**config.mk**
```make
export PLATFORM = sky130hd
export DESIGN_NAME = ssht_hash
export DESIGN_NICKNAME = d
export VERILOG_FILES = /design/src/rtl/ssht_pkg.sv /design/src/rtl/ssht_hash.sv
export SDC_FILE = /design/constraint.sdc
export NUM_CORES = 1
export LEC_CHECK = 0
export BUFFER_PORTS_ARGS = -buffer_cell sky130_fd_sc_hd__buf_2
export CORE_MARGIN = 2
export CORE_UTILIZATION = 40
export CTS_CLUSTER_DIAMETER = 30
export CTS_CLUSTER_SIZE = 28
export DETAILED_ROUTE_END_ITERATION = 6
export SKIP_LAST_GASP = 1
export SLEW_MARGIN = 20
export SYNTH_ARGS = -nofsm -noshare
export SYNTH_HDL_FRONTEND = slang
export SYNTH_SLANG_ARGS = --single-unit
```
**constraint.sdc**
```tcl
create_clock -name clock -period 9.2 [get_ports clock]
set_input_delay 1.38 -clock clock [delete_from_list [all_inputs] [get_ports clock]]
set_output_delay 1.38 -clock clock [all_outputs]
set_load 0.02 [all_outputs]
```
**src/rtl/ssht_pkg.sv**
```systemverilog
`timescale 1ns / 1ps
package ssht_pkg;
   localparam int SLOTS_DEFAULT       = 64;
   localparam int STACK_DEPTH_DEFAULT = 4;
   localparam int MAX_NAME_DEFAULT    = 12;
   localparam logic [31:0] HASH_SEED  = 32'd7;
   localparam logic [31:0] HASH_MULT  = 32'd31;

   typedef enum logic [1:0] {
      CMD_INSERT = 2'd0,
      CMD_LOOKUP = 2'd1,
      CMD_CLEAR  = 2'd2,
      CMD_NOP    = 2'd3
   } cmd_type;

   typedef enum logic [1:0] {
      ST_OK        = 2'd0,
      ST_NOT_FOUND = 2'd1,
      ST_FULL      = 2'd2,
      ST_OVERFLOW  = 2'd3
   } status_type;

   typedef struct packed {
      logic [1:0]  cmd;
      logic [63:0] name_low;
      logic [31:0] name_high;
      logic [3:0]  name_length;
      logic [7:0]  scope_level;
      logic [31:0] handle;
   } req_type;

   typedef struct packed {
      logic [1:0]  status;
      logic [31:0] found_handle;
   } rsp_type;

   // Hash unit handshake
   typedef struct packed {
      logic        start;
      logic [63:0] name_low;
      logic [31:0] name_high;
      logic [3:0]  name_length;
   } hash_req_type;

   typedef struct packed {
      logic        done;
      logic [31:0] hash;
      logic [63:0] name_low;
      logic [31:0] name_high;
   } hash_rsp_type;
endpackage

```
**src/rtl/ssht_hash.sv**
```systemverilog
`timescale 1ns / 1ps
// Name normalization and hash, one character per cycle.
module ssht_hash #(
   parameter int MAX_NAME = ssht_pkg::MAX_NAME_DEFAULT
) (
   input  logic                  clock,
   input  logic                  reset,
   input  ssht_pkg::hash_req_type hreq,
   output ssht_pkg::hash_rsp_type hrsp
);
   logic [95:0] name_ff, name_in;
   logic [3:0]  len_ff, len_in;
   logic [3:0]  idx_ff, idx_in;
   logic [31:0] h_ff, h_in;
   logic        busy_ff, busy_in;
   logic        done_ff, done_in;
   logic [7:0]  ch;
   logic [3:0]  lim;

   assign ch  = name_ff[8*idx_ff +: 8];
   assign lim = (hreq.name_length > 4'(MAX_NAME)) ? 4'(MAX_NAME) : hreq.name_length;

   always_comb begin
      name_in = name_ff;
      len_in  = len_ff;
      idx_in  = idx_ff;
      h_in    = h_ff;
      busy_in = busy_ff;
      done_in = 1'b0;
      if (hreq.start) begin
         name_in = {hreq.name_high, hreq.name_low};
         len_in  = lim;
         idx_in  = '0;
         h_in    = ssht_pkg::HASH_SEED;
         busy_in = 1'b1;
      end else if (busy_ff) begin
         if (idx_ff >= len_ff || ch == 8'd0) begin
            // mask characters at and past the effective end
            for (int i = 0; i < 12; i++) begin
               if (4'(i) >= idx_ff) name_in[8*i +: 8] = 8'd0;
            end
            busy_in = 1'b0;
            done_in = 1'b1;
         end else begin
            h_in   = h_ff * ssht_pkg::HASH_MULT + {24'd0, ch};
            idx_in = idx_ff + 4'd1;
         end
      end
   end

   always_ff @(posedge clock) begin
      if (reset) begin
         busy_ff <= 1'b0;
         done_ff <= 1'b0;
      end else begin
         busy_ff <= busy_in;
         done_ff <= done_in;
      end
      name_ff <= name_in;
      len_ff  <= len_in;
      idx_ff  <= idx_in;
      h_ff    <= h_in;
   end

   assign hrsp.done      = done_ff;
   assign hrsp.hash      = h_ff;
   assign hrsp.name_low  = name_ff[63:0];
   assign hrsp.name_high = name_ff[95:64];
endmodule

```
# Word-level counts from Yosys, hierarchy flattened
# Index checks and enable logic that the tools add are counted.
[classes]
n_addsub = 2
multipliers = 1
n_lt_le_gt_ge = 14
shift = 1
muxes = 19
bitwise = 2
reduce_logical = 30
[ops]
columns = ["op", "n"]
rows = [
  ["96-bit 2-to-1 mux", 3],
  ["8-bit 2-to-1 mux", 12],
  ["96-bit by 8-bit variable part select with 8-bit output", 1],
  ["3-bit AND reduction", 12],
  ["32-bit by 8-bit adder with 32-bit output", 1],
  ["32-bit by 5-bit multiplier with 32-bit output, second input constant", 1],
  ["2-bit nonzero test", 14],
  ["3-bit by 4-bit >= comparator with 1-bit output, first input constant", 4],
  ["4-bit >= comparator, first input constant", 4],
  ["1-bit by 4-bit >= comparator with 1-bit output, first input constant", 2],
  ["2-bit by 4-bit >= comparator with 1-bit output, first input constant", 2],
  ["8-bit logical NOT", 1],
  ["4-bit by 1-bit adder with 4-bit output, second input constant", 1],
  ["4-bit >= comparator", 1],
  ["4-bit greater-than comparator, second input constant", 1],
  ["1-bit 2-to-1 mux", 4],
  ["3-bit OR reduction", 1],
  ["1-bit inverter", 2],
  ["2-bit AND reduction", 1],
  ["1-bit logical OR", 1],
]
[word_totals]
ff_bits = 138
out_inout_bits = 129
elab_cells = 86

# Depth between registers and ports, before layout
# Gate-level depths: netlist (run 1).
[depth]
depth_word = 6
depth_mapped = 21
depth_no_buf = 19

# Worst setup path after synthesis (run 1)
# Ideal clock, no wire load.
[synth_path]
path_kind = "reg2reg"
start = "register idx_ff[0]"
end = "register h_ff[31]"
arrival_time_ns = 4.804
required_time_ns = 9.121
slack_ns = 4.316
path_stages_with_launch = 20
n_path_buf = 2
synth_period_minus_slack_ns = 4.884
path_cell_list = "dfxtp_1 buf_6 buf_2 mux2_2 a222oi_1 o21ai_1 fa_1 fa_1 inv_1 fa_1 inv_1 ha_1 o21ai_0 o21ai_0 a21oi_1 a2bb2oi_1 o2111ai_1 o211ai_1 xnor2_1 a211oi_2"
[synth_between]
elab_chain_cells = 5
elab_cells_between_ends = 7
classes_between = "add/sub (1); order compare (1); shift (1); bitwise (1); reduce/logical (3)"
[synth_lines]
columns = ["element", "line_no", "text"]
rows = [
  ["from (decl)", "ssht_hash.sv:13", "logic [3:0] idx_ff, idx_in;"],
  ["from (signal assigned)", "ssht_hash.sv:61", "idx_ff <= idx_in;"],
  ["branches (longest 5 deep; another with 32-bit by 8-bit adder with 32-bit output)", "n/a", ""],
  ["to (signal assigned)", "ssht_hash.sv:62", "h_ff <= h_in;"],
  ["to (decl)", "ssht_hash.sv:14", "logic [31:0] h_ff, h_in;"],
]
# Several ways; the timed one is not identified.
# A chain may end at the register's enable or synchronous reset.

# Worst setup path after layout (run 1)
# Ends and elaborated chain as after synthesis.

==> metrics.cfg, run 1 <==
[placed_design]
place_ws_ns=3.29
gp_congestion=0.820
dpl_cell_area_um2=11900
port_buffers=231
dp_hpwl_um=21400

[global_route]
use_met1_pct=25.8
groute.usage.overall_pct=20.1
grt.met2_usage_pct=33.5
antenna_found_initial=2
grt_pass1_vias=7964
overflow=0
met3_usage_pct=5.23
grt_pass1_wl_um=43300
grt_max_degree=98
top_usage_layer=met2

[timing]
fmax_mhz=169
finClkSkew_ns=0.0152
rsz0062_at_grt=no
finalSetupViolations=0
worstMarginPinSlew_ns=0.961
hold_viol=0
slew_violations=0
final.setup.worst_slack_ns=3.29
slew-limit-headroom_pct=35.8
finalCritPeriodShare_pct=64.2
final.min_clock_period_ns=5.91
hold_ws_ns=0.566
fin_setup_tns_ns=0

[clock_tree]
cts_setup_buffers=0
htree_levels=4
cts.clk_slew.worst_paths_ns=0.06
clk_latency_ns=0.43
numCtsBuffers=17
hold_buffers=0
cts_tree=done
cts_sinks=138
cts-resized-gates=0
root_buffer=clkbuf_16
cts_buffer_depth=2

[yosys]
avgSynthCellArea_um2=10.8
synth-seq-cells=138
synth_cell_types=65
async_reset_ff_share_pct=0
synth_flop_cell=edfxtp_1
ys_warn_count=0
syn_nets=1225
yosysSeqAreaShare_pct=36.0
syn-cell-area_um2=10400
synth_cells=967
synth_enable_flop_cells=100

[min_path]
min_path_cells=2
hold_path_class=reg2reg
holdCritStartpoint=busy_ff$_SDFF_PP0_

[drt]
drt_pass1_iterations=5
drt_wl_total_um=27000
vias_per_cell=5.00
drc=0
wl_per_cell_um=17.6
vias=7650
ant_nets=0
initialDrtViolationCount=434

[floorplanning]
die_height_um=166
ios=232
rows=59
die_area_um2=27400
die_w_um=166
core_um2=25800
initial_core_util_pct=40.4

[cells_and_area]
fin_nets=1439
drive_above_1_share_pct=25.9
synthToLayoutAreaGrowth_pct=19.4
design_area_um2=12500

[setup_path]
critPathLaunch=idx_ff[0]$_SDFFE_PP0P_
worst_setup_path_end_kind=register
worst_ep_arrival_time_ns=6.25
worstSetupPathType=reg2reg
crit_path_max_fanout=35
cp-start-kind=register
r2r_cells=18
cp.required_ns=9.54
r2r-start=idx_ff[0]$_SDFFE_PP0P_

[job]
maxCapViolCount=0

[status]
status=finished clean

[power_and_ir_drop]
powerDensity_nw_per_um2=398
p_leak_nw=5.64
ir_worst_vdd_mv=0.282

placed cells by master (no fill, tap or decap), drive strengths merged, types with 3 or more instances in the layout:
| master | n |
|---|---|
| a211oi | 7 |
| ha | 65 |
| nor3b | 3 |
| a21o | 23 |
| nand3 | 20 |
| and3 | 3 |
| a222oi | 7 |
| inv | 154 |
| a211o | 4 |
| mux4 | 17 |
| buf | 235 |
| nand2b | 8 |
| a31o | 3 |
| nor4 | 3 |
| nor2b | 5 |
| clkbuf | 17 |
| xnor2 | 26 |
| xor2 | 4 |
| nand4 | 5 |
| mux2i | 7 |
| nor2 | 83 |
| and2 | 99 |
| edfxtp | 100 |
| fa | 90 |
| or3 | 3 |
| nor3 | 6 |
| dfxtp | 38 |
| mux2 | 14 |
| a21oi | 45 |
| nand2 | 24 |
| o21bai | 6 |
| o21ai | 27 |
| o211ai | 5 |
| a31oi | 5 |
| a21boi | 4 |
| clkinv | 5 |
cells in the mapped netlist, types with 4 or more instances:
cell type  instances  share of area (%)
dfxtp_1           38                7.3
a211o_1            4               0.34
and2_1            99                5.9
a21o_1            23                1.7
edfxtp_1         100                 29
buf_6              5               0.54
a222oi_1           7               0.67
mux2_2            12                1.3
a21oi_1           45                2.2
nand2_1           24               0.86
o211ai_1           5               0.36
mux2i_1            7               0.67
inv_1            146                5.2
mux4_2            17                3.7
nand2b_1           8               0.48
o21ai_1            8               0.38
nor2_1            82                2.9
a211oi_1           4               0.29
a31oi_1            5               0.30
nand3_1           20               0.96
o21ai_0           19               0.91
clkbuf_1          27               0.97
ha_1              65                7.8
xor2_1             4               0.34
nand4_1            5               0.30
nor3_1             5               0.24
o21bai_1           6               0.43
fa_1              90                 17
nor2b_1            5               0.30
xnor2_1           26                2.2
buf_2              7               0.34
state kept, by name (all words and copies together), names as in the netlist:
| name | cells |
|---|---|
| busy_ff | 1 |
| idx_ff | 4 |
| name_ff | 96 |
| len_ff | 4 |
| done_ff | 1 |
| h_ff | 32 |
final timing paths:
check / end / slack [ns]
setup / recovery: h_ff[31]$_SDFFE_PP0P_ / 3.29
hold / removal: done_ff$_SDFF_PP0_ / 0.57
setup reg to reg: h_ff[31]$_SDFFE_PP0P_ / 3.29
hold reg to reg: done_ff$_SDFF_PP0_ / 0.57
metrics by stage:
| step | util [%] | power [W] | cells |
|---|---|---|---|
| CTS | 48.3 | 0.00500 | 1529 |
| floorplan | - | 0.00348 | 967 |
| detailed placement | 45.9 | 0.00424 | 1497 |
| finish | 48.3 | 0.00496 | 1531 |
| global route | 48.3 | 0.00551 | 1530 |
| global placement | 45.9 | 0.00421 | 1497 |
report_power, final:
group	internal, W	switching (W)	total (W)
clock	0.000410	0.000304	0.000715
sequential	0.000756	0.0000962	0.000852
combinational	0.00138	0.00201	0.00339
total	0.00255	0.00241	0.00496
critical path, stage by stage (launching register included):
cell and delay [ns]:
dfxtp_2 0.31, buf_4 0.48, mux4_2 0.58, a222oi_1 0.40, o21ai_1 0.20, fa_1 0.50
fa_1 0.50, inv_1 0.06, fa_1 0.53, inv_1 0.04, ha_1 0.23, a21oi_1 0.30
o221ai_1 0.19, a21oi_1 0.30, a2bb2oi_1 0.53, o2111ai_1 0.16, o211ai_1 0.15, xnor2_1 0.11
a211oi_2 0.21
kinds of logic (layout without fill, tap and decap cells):
logic type,after synthesis,count (layout),share of synthesized area (%)
AOI/OAI and AO/OA,154,154,10.0
xor gates and xnor gates,30,30,2.52
adders and majority gates,155,155,25.0
buffers and inverters,187,414,7.20
DFF,138,138,36.0
muxes,38,38,5.85
other,0,2,0
and+or+nand+nor,265,265,13.3
layout make-up:
cell class              instances  area (um^2)
multi-input cells             642         5940
clock inverters                15          180
clock buffers                  17          425
well taps                     335          419
fillers                      2473        13400
flip-flops and latches        138         3760
inverters                     147          552
repair buffers                235         1190
diodes                          2         5.00
layer usage:
metal / part of all wire (%) / vias to the layer above
li1: - / 3695
met1: 43 / 3718
met2: 49 / 198
met3: 5.8 / 39
met4: 2.4 / 0
met5: 0 / -
Power figures use the tool's default switching activity.
==> run 2: changes to the inputs <==
clock period = 5.6 ns   (was 9.2 ns; I/O delays follow)
==> run 2 against run 1 <==
Against the previous run: critical path type unchanged; critical endpoint is now h_ff[28]$_SDFFE_PP0P_; routed wire length up 0.43%; largest power group unchanged; total power up 65%; die area unchanged.
==> metrics.cfg, run 2 (synthesis results as in run 1) <==
[status]
status=finished clean  ; unchanged

[clock_tree]
cts.clk_slew.worst_paths_ns=0.06  ; about the same
cts_buffer_depth=2  ; unchanged
clk_latency_ns=0.42  ; was 0.43 ns
numCtsBuffers=17  ; unchanged
cts_sinks=138  ; unchanged
root_buffer=clkbuf_16  ; unchanged
cts_tree=done  ; unchanged
hold_buffers=0  ; unchanged
htree_levels=4  ; unchanged

[cells_and_area]
final_common_cell=buf_2  ; unchanged
fin_nets=1444  ; was 1439
finalNonFillerCells=1538  ; was 1531
mostFrequentLayoutCells=buf_2 (230), inv_1 (146), edfxtp_1 (100), and2_1 (99), fa_1 (90)  ; unchanged
largest_register_ffs=96  ; unchanged
multiInputGateArea_um2=5970  ; was 5940 um^2
top_regs=name_ff: 96 flops, h_ff: 32 flops  ; unchanged
regMostFlops=name_ff  ; unchanged
utilization_pct=48.6  ; was 48.3%
drive_above_1_share_pct=26.5  ; was 25.9%
regArea_um2=3770  ; was 3760 um^2
n_fill_cell=2455  ; was 2473
synthToLayoutAreaGrowth_pct=20.3  ; was 19.4%

[setup_path]
crit_cells=19  ; was 18
path_buf_inv=3  ; unchanged
cp-start-kind=register  ; unchanged
cp_common_cell=ha_1  ; was fa_1
critPathMaxStageDelay_ns=0.56  ; was 0.58 ns
worstSetupPathType=reg2reg  ; unchanged
worst_setup_path_end_kind=register  ; unchanged
cp.required_ns=5.86  ; was 9.54 ns
path_delay_family=compound AO/OA/AOI/OAI gates  ; unchanged
crit_path_cell_trace=buf_4 -> mux4_2 -> a222oi_1 -> o21ai_1 -> inv_1 -> fa_1 -> inv_1 -> ha_1 -> ha_1 -> ha_1 -> fa_1 -> a211oi_1 -> nor2_1 -> nand2_1 -> nand3_1 -> a31o_2 -> a221o_1 -> o21ai_1 -> a21oi_1  ; was buf_4 -> mux4_2 -> a222oi_1 -> o21ai_1 -> fa_1 -> fa_1 -> inv_1 -> fa_1 -> inv_1 -> ha_1 -> a21oi_1 -> o221ai_1 -> a21oi_1 -> a2bb2oi_1 -> o2111ai_1 -> o211ai_1 -> xnor2_1 -> a211oi_2
crit_path_max_fanout=6  ; was 35
r2r_cells=19  ; was 18
worst_ep_arrival_time_ns=5.57  ; was 6.25 ns
crit_path_top_delay_cell=mux4_2  ; unchanged

[floorplanning]
die_w_um=166  ; unchanged
initial_core_util_pct=40.4  ; unchanged
rows=59  ; unchanged
ios=232  ; unchanged
core_um2=25800  ; unchanged
die_area_um2=27400  ; unchanged
die_height_um=166  ; unchanged

[timing]
final.setup.worst_slack_ns=0.297  ; was 3.29 ns
slew_violations=0  ; unchanged
fmax_mhz=189  ; was 169 MHz
final.min_clock_period_ns=5.30  ; was 5.91 ns
finalSetupViolations=0  ; unchanged
finClkSkew_ns=0.0120  ; was 0.0152 ns
finalCritPeriodShare_pct=94.7  ; was 64.2%
slew-limit-headroom_pct=27.0  ; was 35.8%
fin_setup_tns_ns=0  ; unchanged
rsz0062_at_grt=no  ; unchanged
worstMarginPinSlew_ns=1.09  ; was 0.961 ns
hold_viol=0  ; unchanged

[global_route]
grt_max_degree=81  ; was 98
antenna_found_initial=4  ; was 2
overflow=0  ; unchanged
grt_pass1_wl_um=43500  ; was 43300 um
grt_pass1_vias=7932  ; was 7964
groute.usage.overall_pct=20.0  ; was 20.1%

[drt]
drc=0  ; unchanged
vias_per_cell=5.01  ; was 5.00
drt_pass1_iterations=7  ; was 5
wl_per_cell_um=17.6  ; about the same
ant_nets=0  ; unchanged
vias=7698  ; was 7650
initialDrtViolationCount=442  ; was 434
drt_wl_total_um=27100  ; was 27000 um

[placed_design]
gp_congestion=0.829  ; was 0.820
dp.cells=1502  ; was 1497
place_ws_ns=-0.000950  ; was 3.29 ns
dp_hpwl_um=21400  ; about the same
port_buffers=231  ; unchanged

[power_and_ir_drop]
p_leak_nw=5.68  ; was 5.64 nW
powerDensity_nw_per_um2=650  ; was 398 nW/um^2
ir_worst_vdd_mv=0.406  ; was 0.282 mV
total_power_w=0.00816  ; was 0.00496 W

[job]
maxCapViolCount=0  ; unchanged

[min_path]
hold_path_class=reg2reg  ; unchanged
min_path_cells=2  ; unchanged

==> run 2: changes by cell type in the layout (fill, tap and decap cells not counted), sizes merged <==
cell / before / now
clkbuf: 17 / 18
clkinvlp: 1 / 2
inv: 154 / 152
bufinv: 2 / 3
diode: 2 / 4
buf: 235 / 240
clkinv: 5 / 4
==> run 2: path summary, 6_finish.rpt <==
kind,startpoint,end,slack [ns]
min reg2reg,busy_ff$_SDFF_PP0_,done_ff$_SDFF_PP0_,0.54
min,busy_ff$_SDFF_PP0_,done_ff$_SDFF_PP0_,0.54
max,idx_ff[0]$_SDFFE_PP0P_,h_ff[28]$_SDFFE_PP0P_,0.30
max reg2reg,idx_ff[0]$_SDFFE_PP0P_,h_ff[28]$_SDFFE_PP0P_,0.30
==> run 2: timing repair <==
item | in CTS | in global routing
setup endpoints to repair | 1 | 8
gates resized for setup | 1 | 5
pin swaps | 0 | 0
setup buffers | 0 | 0
==> run 2: per-stage QoR <==
stage	instance area (um^2)	hold WS [ns]
global placement	11900	0.535
detailed placement	11900	0.533
CTS	12500	0.546
global route	12600	0.568
floorplan	10400	0.496
finish	12600	0.545
==> run 2: layer usage <==
metal | share of wire [%] | global-route usage (%) | vias up
met1 | 44 | 26.8 | 3751
li1 | - | - | 3708
met5 | 0 | 0 | -
met3 | 5.5 | 4.37 | 37
met2 | 48 | 32.8 | 202
met4 | 2.3 | 5.94 | 0
==> run 2: layout make-up <==
type,instances,area share [%]
Antenna cell,4,0.0796
Clock buffer,18,3.41
Clock inverter,14,1.46
Inverter,147,4.39
Multi-Input combinational cell,642,47.5
Sequential cell,138,30.0
Tap cell,335,3.33
Timing Repair Buffer,240,9.86
==> run 2: worst min-delay path, delay by kind of cell, from the launching register on <==
kind          cells  cell delay [ns]
flops             1             0.29
buf+inv           1             0.13
simple gates      1             0.08
==> run 2: power by group <==
part	internal (W)	switching [W]	total [W]
Combinational	0.00227	0.00330	0.00556
Clock	0.000713	0.000486	0.00120
Sequential	0.00124	0.000162	0.00140
==> run 3: changes to the inputs <==
CORE_MARGIN = 1   (was 2)
clock period = 6.1 ns   (was 5.6 ns; I/O delays follow)
==> run 3 against run 2 <==
Against the previous run: setup slack better by 0.13 ns; sequential share of layout area up 0.20 points; largest power group unchanged; clock-buffer cell count down 1; highest routed layer unchanged; combinational power down 7.9%; critical path type unchanged; non-clock buffer count down 2.
==> metrics.cfg, run 3 (synthesis results as in run 1) <==
[status]
status=finished clean  ; unchanged

[cells_and_area]
final_common_cell=buf_2  ; unchanged
mostFrequentLayoutCells=buf_2 (230), inv_1 (146), edfxtp_1 (100), and2_1 (99), fa_1 (90)  ; unchanged
regArea_um2=3760  ; was 3770 um^2
finalNonFillerCells=1528  ; was 1538
fin_nets=1442  ; was 1444
largest_register_ffs=96  ; unchanged
synthToLayoutAreaGrowth_pct=19.5  ; was 20.3%
n_fill_cell=2381  ; was 2455
multiInputGateArea_um2=5940  ; was 5970 um^2
drive_above_1_share_pct=26.1  ; was 26.5%
top_regs=name_ff: 96 flops, h_ff: 32 flops  ; unchanged
regMostFlops=name_ff  ; unchanged
design_area_um2=12500  ; was 12600 um^2

[placed_design]
dp.cells=1495  ; was 1502
port_buffers=231  ; unchanged
dp_hpwl_um=21700  ; was 21400 um
dpl_cell_area_um2=11900  ; about the same
place_ws_ns=0.414  ; was -0.000950 ns
gp_congestion=0.813  ; was 0.829

[clock_tree]
cts_setup_buffers=0  ; unchanged
hold_buffers=0  ; unchanged
root_buffer=clkbuf_16  ; unchanged
cts_tree=done  ; unchanged
cts_sinks=138  ; unchanged
htree_levels=4  ; unchanged
cts_buffer_depth=2  ; unchanged
clk_latency_ns=0.43  ; was 0.42 ns
numCtsBuffers=17  ; unchanged
cts-resized-gates=0  ; was 1
cts.clk_slew.worst_paths_ns=0.07  ; was 0.06 ns

[power_and_ir_drop]
power.internal_w=0.00381  ; was 0.00422 W
p_leak_nw=5.65  ; was 5.68 nW
power_frac_clock_pct=14.2  ; was 14.7%
total_power_w=0.00748  ; was 0.00816 W
power.switching_w=0.00367  ; was 0.00394 W
switching_share_pct=49.1  ; was 48.3%
seqPwrFrac_pct=17.3  ; was 17.2%
ir_worst_vdd_mv=0.482  ; was 0.406 mV
combPwrFrac_pct=68.5  ; was 68.1%
powerDensity_nw_per_um2=599  ; was 650 nW/um^2

[floorplanning]
core_um2=25400  ; was 25800 um^2
rows=58  ; was 59
ios=232  ; unchanged
die_area_um2=26800  ; was 27400 um^2
die_height_um=164  ; was 166 um
die_w_um=164  ; was 166 um
initial_core_util_pct=41.1  ; was 40.4%

[global_route]
grt_max_degree=80  ; was 81
grt_pass1_wl_um=43100  ; was 43500 um
grt_pass1_vias=7874  ; was 7932
groute.usage.overall_pct=21.2  ; was 20.0%
antenna_found_initial=0  ; was 4
overflow=0  ; unchanged

[drt]
vias_per_cell=5.09  ; was 5.01
wl_per_cell_um=18.0  ; was 17.6 um
ant_nets=0  ; unchanged
initialDrtViolationCount=462  ; was 442
vias=7779  ; was 7698
drc=0  ; unchanged
drt_pass1_iterations=6  ; was 7
drt_wl_total_um=27500  ; was 27100 um

[timing]
final.setup.worst_slack_ns=0.422  ; was 0.297 ns
finClkSkew_ns=0.0167  ; was 0.0120 ns
fin_setup_tns_ns=0  ; unchanged
hold_viol=0  ; unchanged
final.min_clock_period_ns=5.68  ; was 5.30 ns
rsz0062_at_grt=no  ; unchanged
finalSetupViolations=0  ; unchanged
worstMarginPinSlew_ns=1.01  ; was 1.09 ns
fmax_mhz=176  ; was 189 MHz
slew-limit-headroom_pct=32.4  ; was 27.0%
slew_violations=0  ; unchanged
finalCritPeriodShare_pct=93.1  ; was 94.7%

[setup_path]
crit_path_cell_trace=buf_4 -> mux2_2 -> a222oi_1 -> o21ai_1 -> fa_1 -> fa_1 -> inv_1 -> fa_1 -> inv_1 -> ha_1 -> o21ai_0 -> o21ai_0 -> a21oi_1 -> a2bb2oi_1 -> o2111ai_1 -> o211ai_1 -> xnor2_1 -> a211oi_2  ; was buf_4 -> mux4_2 -> a222oi_1 -> o21ai_1 -> inv_1 -> fa_1 -> inv_1 -> ha_1 -> ha_1 -> ha_1 -> fa_1 -> a211oi_1 -> nor2_1 -> nand2_1 -> nand3_1 -> a31o_2 -> a221o_1 -> o21ai_1 -> a21oi_1
critPathMaxStageDelay_ns=0.54  ; was 0.56 ns
path_delay_family=compound AO/OA/AOI/OAI gates  ; unchanged
cp_common_cell=fa_1  ; was ha_1
crit_path_max_fanout=14  ; was 6
crit_path_top_delay_cell=dfxtp_2  ; was mux4_2
path_buf_inv=3  ; unchanged
worst_setup_path_end_kind=register  ; unchanged
cp-start-kind=register  ; unchanged
worstSetupPathType=reg2reg  ; unchanged
rrSetupSlack_ns=0.42  ; was 0.30 ns
cp.required_ns=6.45  ; was 5.86 ns
worst_ep_arrival_time_ns=6.02  ; was 5.57 ns

[min_path]
hold_path_class=reg2reg  ; unchanged

[job]
maxCapViolCount=0  ; unchanged

==> run 3: cell types whose count changed in the layout (fill, tap and decap cells not counted), moves of 2 or more <==
cell	before	now
bufinv_16	3	1
clkinv_8	0	2
diode_2	4	1
inv_8	2	4
==> run 3: stage by stage <==
step / hold slack [ns] / utilization (%)
after floorplan: 0.496 / -
after global placement: 0.535 / 46.8
after detailed placement: 0.537 / 46.8
after CTS: 0.549 / 49.1
after global routing: 0.594 / 49.1
final: 0.553 / 49.1
==> run 3: path summary, 6_finish.rpt <==
| check | end | depth (start not counted) | from |
|---|---|---|---|
| hold / removal | done_ff$_SDFF_PP0_ | 2 | busy_ff$_SDFF_PP0_ |
| hold reg to reg | done_ff$_SDFF_PP0_ | 2 | busy_ff$_SDFF_PP0_ |
| setup reg to reg | h_ff[31]$_SDFFE_PP0P_ | 18 | idx_ff[0]$_SDFFE_PP0P_ |
| setup / recovery | h_ff[31]$_SDFFE_PP0P_ | 18 | idx_ff[0]$_SDFFE_PP0P_ |
==> run 3: worst reg2reg max path, stage by stage (launching register included) <==
cell	delay, ns
dfxtp_2	0.54
buf_4	0.34
mux2_2	0.37
a222oi_1	0.30
o21ai_1	0.19
fa_1	0.51
fa_1	0.50
inv_1	0.05
fa_1	0.52
inv_1	0.04
ha_1	0.35
o21ai_0	0.29
o21ai_0	0.12
a21oi_1	0.29
a2bb2oi_1	0.55
o2111ai_1	0.16
o211ai_1	0.16
xnor2_1	0.12
a211oi_2	0.20
==> run 3: area by class of cell <==
| cell class | count | area share, % |
|---|---|---|
| Multi-Input combinational cell | 642 | 47.6 |
| Sequential cell | 138 | 30.2 |
| Timing Repair Buffer | 238 | 9.70 |
| Inverter | 147 | 4.42 |
| Clock buffer | 17 | 3.41 |
| Tap cell | 330 | 3.31 |
| Clock inverter | 15 | 1.40 |
| Antenna cell | 1 | 0.0200 |
==> run 3: layer usage <==
layer | track usage (%) | routed length (um) | vias to the layer above
li1 | - | - | 3702
met3 | 4.75 | 1540 | 27
met5 | 0 | 0 | -
met1 | 28.2 | 12200 | 3805
met4 | 5.85 | 444 | 0
met2 | 34.6 | 13300 | 245
==> run 3: power groups by stage <==
stage | combinational (W) | clock [W] | sequential (W)
after floorplan | 0.00386 | 0 | 0.00140
after global placement | 0.00504 | 0 | 0.00132
after detailed placement | 0.00510 | 0 | 0.00132
after CTS | 0.00517 | 0.00108 | 0.00130
after global routing | 0.00585 | 0.00111 | 0.00132
final | 0.00512 | 0.00106 | 0.00129
